`src/rpy_pkg.sv`:
```
// rpy_pkg: shared widths, fixed-point constants, pipeline depths and types
// for the pair mobility block; used by every file under src except rpy_delay
// depends on nothing
package rpy_pkg;

	localparam int COORD_WIDTH_DEF = 32;

	// register and shift-count widths
	localparam int HW   = 16;
	localparam int SHW  = 5;
	localparam int FRAC = 30;

	// square root unit: 64-bit radicand, 4 result bits per stage
	localparam int SQRT_RAD_W = 64;
	localparam int SQRT_STEPS = 4;
	localparam int SQRT_NST   = SQRT_RAD_W / 2 / SQRT_STEPS;

	// divider: 79-bit dividend, 31-bit divisor, 33 quotient bits, 3 per stage
	localparam int DIV_NW    = 79;
	localparam int DIV_DW    = 31;
	localparam int DIV_QB    = 33;
	localparam int DIV_STEPS = 3;
	localparam int DIV_NST   = DIV_QB / DIV_STEPS;

	// front end 7, root, divider setup 1, divider, back end 6
	localparam int LATENCY = 7 + SQRT_NST + 1 + DIV_NST + 1 + 6;

	localparam logic [30:0] ONE_Q30       = 31'd1073741824;
	localparam logic [30:0] CRPI_Q30      = 31'd1427368373;
	localparam logic [31:0] TWOPI_BY3_Q30 = 32'd2248839617;
	localparam logic [32:0] TWOPI_Q30     = 33'd6746518852;
	localparam logic [27:0] C3_Q30        = 28'd170379549;
	localparam logic [25:0] C7_Q30        = 26'd56793183;
	localparam logic [27:0] FOURPI_Q24    = 28'd210828714;

	// the six unique tensor entries: xx xy xz yy yz zz
	localparam int NENT = 6;
	localparam int PAIR_I [NENT] = '{0, 0, 0, 1, 1, 2};
	localparam int PAIR_J [NENT] = '{0, 1, 2, 1, 2, 2};
	localparam logic [NENT-1:0] DIAG_MASK = 6'b101001;

	typedef struct packed {
		logic [2:0][FRAC-1:0] mag;
		logic [2:0]           neg;
		logic [SHW-1:0]       s;
		logic [SHW-1:0]       t;
		logic                 far;
		logic                 hz;
	} side_t;

	function automatic logic [31:0] sat32(input logic signed [34:0] v);
		if (v > 35'sd2147483647) begin
			return 32'h7FFF_FFFF;
		end else if (v < -35'sd2147483648) begin
			return 32'h8000_0000;
		end
		return v[31:0];
	endfunction

endpackage

```
`src/rpy_isqrt.sv`:
```
// rpy_isqrt: pipelined digit-by-digit integer square root, floor result
// depends on rpy_pkg for radicand width and steps per stage
module rpy_isqrt (
	input  logic                              clk,
	input  logic [rpy_pkg::SQRT_RAD_W-1:0]    rad,
	output logic [rpy_pkg::SQRT_RAD_W/2-1:0]  root
);
	import rpy_pkg::*;

	localparam int RB = SQRT_RAD_W / 2;

	typedef struct packed {
		logic [SQRT_RAD_W-1:0] rad;
		logic [RB+1:0]         rem;
		logic [RB-1:0]         root;
	} sq_state_t;

	function automatic sq_state_t sq_iter(input sq_state_t st);
		logic [RB+1:0] ext;
		logic [RB+1:0] trial;
		sq_state_t     nx;
		ext    = {st.rem[RB-1:0], st.rad[SQRT_RAD_W-1 -: 2]};
		trial  = {st.root, 2'b01};
		nx.rad = {st.rad[SQRT_RAD_W-3:0], 2'b00};
		if (ext >= trial) begin
			nx.rem  = ext - trial;
			nx.root = {st.root[RB-2:0], 1'b1};
		end else begin
			nx.rem  = ext;
			nx.root = {st.root[RB-2:0], 1'b0};
		end
		return nx;
	endfunction

	sq_state_t st_s [SQRT_NST];

	for (genvar k = 0; k < SQRT_NST; k++) begin : g_stage
		sq_state_t cur;
		sq_state_t nxt;
		if (k == 0) begin : g_first
			always_comb begin
				cur.rad  = rad;
				cur.rem  = '0;
				cur.root = '0;
			end
		end else begin : g_next
			assign cur = st_s[k-1];
		end
		always_comb begin
			nxt = cur;
			for (int i = 0; i < SQRT_STEPS; i++) nxt = sq_iter(nxt);
		end
		always_ff @(posedge clk) begin
			st_s[k] <= nxt;
		end
	end

	assign root = st_s[SQRT_NST-1].root;

endmodule

```
`config.mk`:
```
export PLATFORM = sky130hd
export DESIGN_NAME = rpy_isqrt
export DESIGN_NICKNAME = d
export VERILOG_FILES = /design/src/rpy_pkg.sv /design/src/rpy_isqrt.sv
export SDC_FILE = /design/constraint.sdc
export NUM_CORES = 2
export LEC_CHECK = 0
export BUFFER_PORTS_ARGS = -buffer_cell sky130_fd_sc_hd__buf_2
export CAP_MARGIN = 20
export CORE_MARGIN = 10
export CORE_UTILIZATION = 45
export DETAILED_ROUTE_END_ITERATION = 6
export PLACE_DENSITY = 0.67
export SYNTH_ARGS = -nofsm -noshare
export SYNTH_HDL_FRONTEND = slang
export SYNTH_SLANG_ARGS = --single-unit
```
`constraint.sdc`:
```
create_clock -name clk -period 13.75 [get_ports clk]
set_input_delay 2.0625 -clock clk [delete_from_list [all_inputs] [get_ports clk]]
set_output_delay 2.0625 -clock clk [all_outputs]
set_load 0.01 [all_outputs]
```
==> results.md <==
- Outcome: finished with violations
- Failing checks: design-rule violations
- NetSw: 4.935 mW
- Initial antenna violation count: 5
- Max VDD drop: 0.1009 mV
- Pwr per Cell Area: 171.2 nW/um^2
- Reg clk slew, reported paths: 0.06 ns
- Count of final max-slew check failures: 0
- Slew HR: 26.03%
- DRC: 1
- Design Area, Final: 60970 sq um
- Register area share after synthesis: 21.04%
- Final Skew: 0.01995 ns
- Max reg flops: 592
- Starting Density: 45.43%
- Leak: 27.34 nW
- Synthesized instance count: 7463
- Internal power contribution: 5.504 mW
- CP Data Required Time: 14.31 ns
- Commonest cells after routing, fill and taps aside: nand2_1, a21oi_1, dfxtp_1, nor2_1, ha_1
- # nets final: 8085
- Final Cycle Share: 94.59%
- Total power: 10.44 mW
- Post-Syn Area: 56320 sq um
- GP Congestion: 0.9686
- Global route overflow: 0
- First-pass GRT wire length: 285200 um
- Vias in the first global route: 51.47k
- DP Area: 58430 sq um
- Biggest register: st_s
- Clock Power Share: 18.9%
- Yosys reg bits: 592
- Worst skew pair latency: 0.69 ns
- 1st-iter DRT viols: 4760
- Cell total after placement: 9019
- DRT Pass-1 Iters: 7
- CP Launch Type: flop
- Endpoints failing setup: 0
- CTS tree: done
- Commonest non-fill, non-tap cell in the layout: nand2_1
- Ys flop type: dfxtp_1
- Fin. Hold Viols: 0
- WL/cell: 20.18 um
- CTS sink cnt: 592
- Worst hold path type: reg -> reg
- R2R Path Start: st_s[1][126]
- Largest net degree at the start of global routing: 49
- Largest registers: st_s: 592 flops
- CP max FO: 39
- Reg power frac: 22.3%
- Slew @ Worst Pin: 1.100 ns
- Global-route usage over all layers: 24.84%
- Number of synthesized flops with an enable pin: 0
- Antenna viol nets, final: 0
- Hold Path Origin: st_s[0][66]
- DP HPWL: 149300 um
- Slowest stage cell, crit path: dfxtp_1
- Crit. End Element: flop
- Most used cell along the critical path: a21oi_1
- H-tree depth: 3
- Fin cells: 9158
- PortBufs: 96
- Drt total wl: 184800 um
- Comb pwr share: 58.8%
- Worst setup path start: st_s[1][126]
- Die Ht: 373.8 um
- CP max stage delay: 0.60 ns
- Layout cells sized above 1: 6.583%
- Number of cell rows: 129
- YS warnings: 0
- Maximum clock path buffer count: 3
- Post-synthesis async set-or-reset flop share: 0%
- Total core area: 124000 sq um
- Clock Tree Root: clkbuf_16
- Sw Share: 47.28%
- CTS Buf Count: 73
- Avg Inst Size Synth: 7.546 sq um
- # IOs: 97
- Area Growth Syn to Fin: 8.263%
- Fmax: 76.89 MHz
- Data arrival time of the worst path: 13.57 ns
- Synth unique cells: 113
- WS Path Type: reg -> reg
- Max-Cap Viols: 0
- Die X: 373.8 um
- Via count: 55.78k
- Crit path time final: 13.01 ns
- Full die area: 139700 sq um
- Via density: 6.091
- Hold_buf cts: 0
synth_stat cells (all sizes together) (23+ instances only):
cell type	number	share of area (%)
and3	76	0.84
and4	39	0.61
xnor2	434	6.8
or4	41	0.55
and2	68	0.76
buf	57	0.47
a31oi	87	0.98
a311oi	29	0.47
nand2b	94	1.0
o31ai	72	0.98
nand3b	29	0.39
nor4	89	1.0
xor2	263	4.1
nor2	585	3.9
nand2	722	4.8
ha	561	12
o211a	25	0.44
or3	64	0.71
a41oi	26	0.40
a21oi	720	6.4
a31o	24	0.37
nor3b	27	0.38
or2	48	0.53
mux2	71	1.4
o21ai	497	4.4
clkbuf	184	1.2
a211o	23	0.36
a21o	250	3.3
o21a	75	1.0
nor2b	88	0.98
o211ai	61	0.82
o31a	30	0.47
a2111oi	26	0.42
inv	362	2.4
a21boi	24	0.32
o21bai	79	1.1
nand4	135	1.5
nor3	195	1.8
a211oi	76	1.0
dfxtp	592	21
mux2i	39	0.69
nand3	203	1.8
worst max-delay path: cells and delay by family (launching register included):
family	cells	cell delay, ns
AOI/OAI and AO/OA	24	5.07
xor gates and xnor gates	1	0.18
adders and majority gates	4	1.48
buffers and inverters	6	2.08
DFF	1	0.60
and+or+nand+nor	19	3.41
cell type report:
class / count / area (sq um)
tap: 1637 / 2048
antenna: 2 / 5.005
clock buffer: 91 / 1996
timing repair inverter: 1 / 5.005
clock inverter: 44 / 478.0
fill: 12280 / 62990
multi-input combinational: 6268 / 42220
inverter: 365 / 1378
timing repair buffer: 158 / 983.4
sequential: 592 / 11850
routing by layer:
layer | up-vias | track usage (%) | wire length (um)
met1 | 25980 | 30.94 | 78740
met5 | - | 0 | 12
li1 | 27390 | - | -
met2 | 2004 | 42.21 | 85870
met3 | 410 | 3.485 | 11360
met4 | 2 | 11.19 | 8858
cells by family (layout without fill, tap and decap cells):
logic type	count (synthesis)	in the layout	share of synthesized area (%)
mux	110	110	2.113
xor+xnor	697	697	10.85
fa+ha+maj	562	562	12.48
flops	592	592	21.04
buf+inv	606	659	4.128
compound gates	2306	2306	26.30
other cells	1	6	0.006659
simple gates	2589	2589	23.07
worst paths after layout:
| kind | to | slack [ns] | cells past startpoint |
|---|---|---|---|
| worst max-delay path | st_s[1][307] | 0.74 | 54 |
| worst min-delay path | st_s[0][196] | 0.31 | 0 |
| worst max register to register | st_s[1][307] | 0.74 | 54 |
| worst min register to register | st_s[0][196] | 0.31 | 0 |
power groups by stage:
stage / clock network (mW) / registers [mW] / logic [mW]
after floorplan: 0 / 2.21 / 4.61
after global placement: 0 / 2.35 / 5.91
after detailed placement: 0 / 2.35 / 5.99
after CTS: 2.03 / 2.32 / 6.02
after global routing: 2.09 / 2.36 / 6.72
final: 1.98 / 2.32 / 6.14
per-stage QoR:
stage	setup slack, ns	utilization, %	hold WS [ns]	TNS [ns]
2_1_floorplan	1.660	-	0.3096	0
3_3_place_gp	0.5238	47.14	0.3097	0
3_5_place_dp	0.2114	47.14	0.3121	0
4_1_cts	0.1831	49.14	0.2972	0
5_1_grt	-0.03006	49.18	0.3130	-0.03006
6_report	0.7443	49.18	0.3053	0
repair_timing:
action,4_1_cts,5_1_grt
buffers inserted,0,0
endpoints found under the setup margin,0,39
gates resized for setup,0,8
Note: power is estimated with default switching activity, not from simulation.
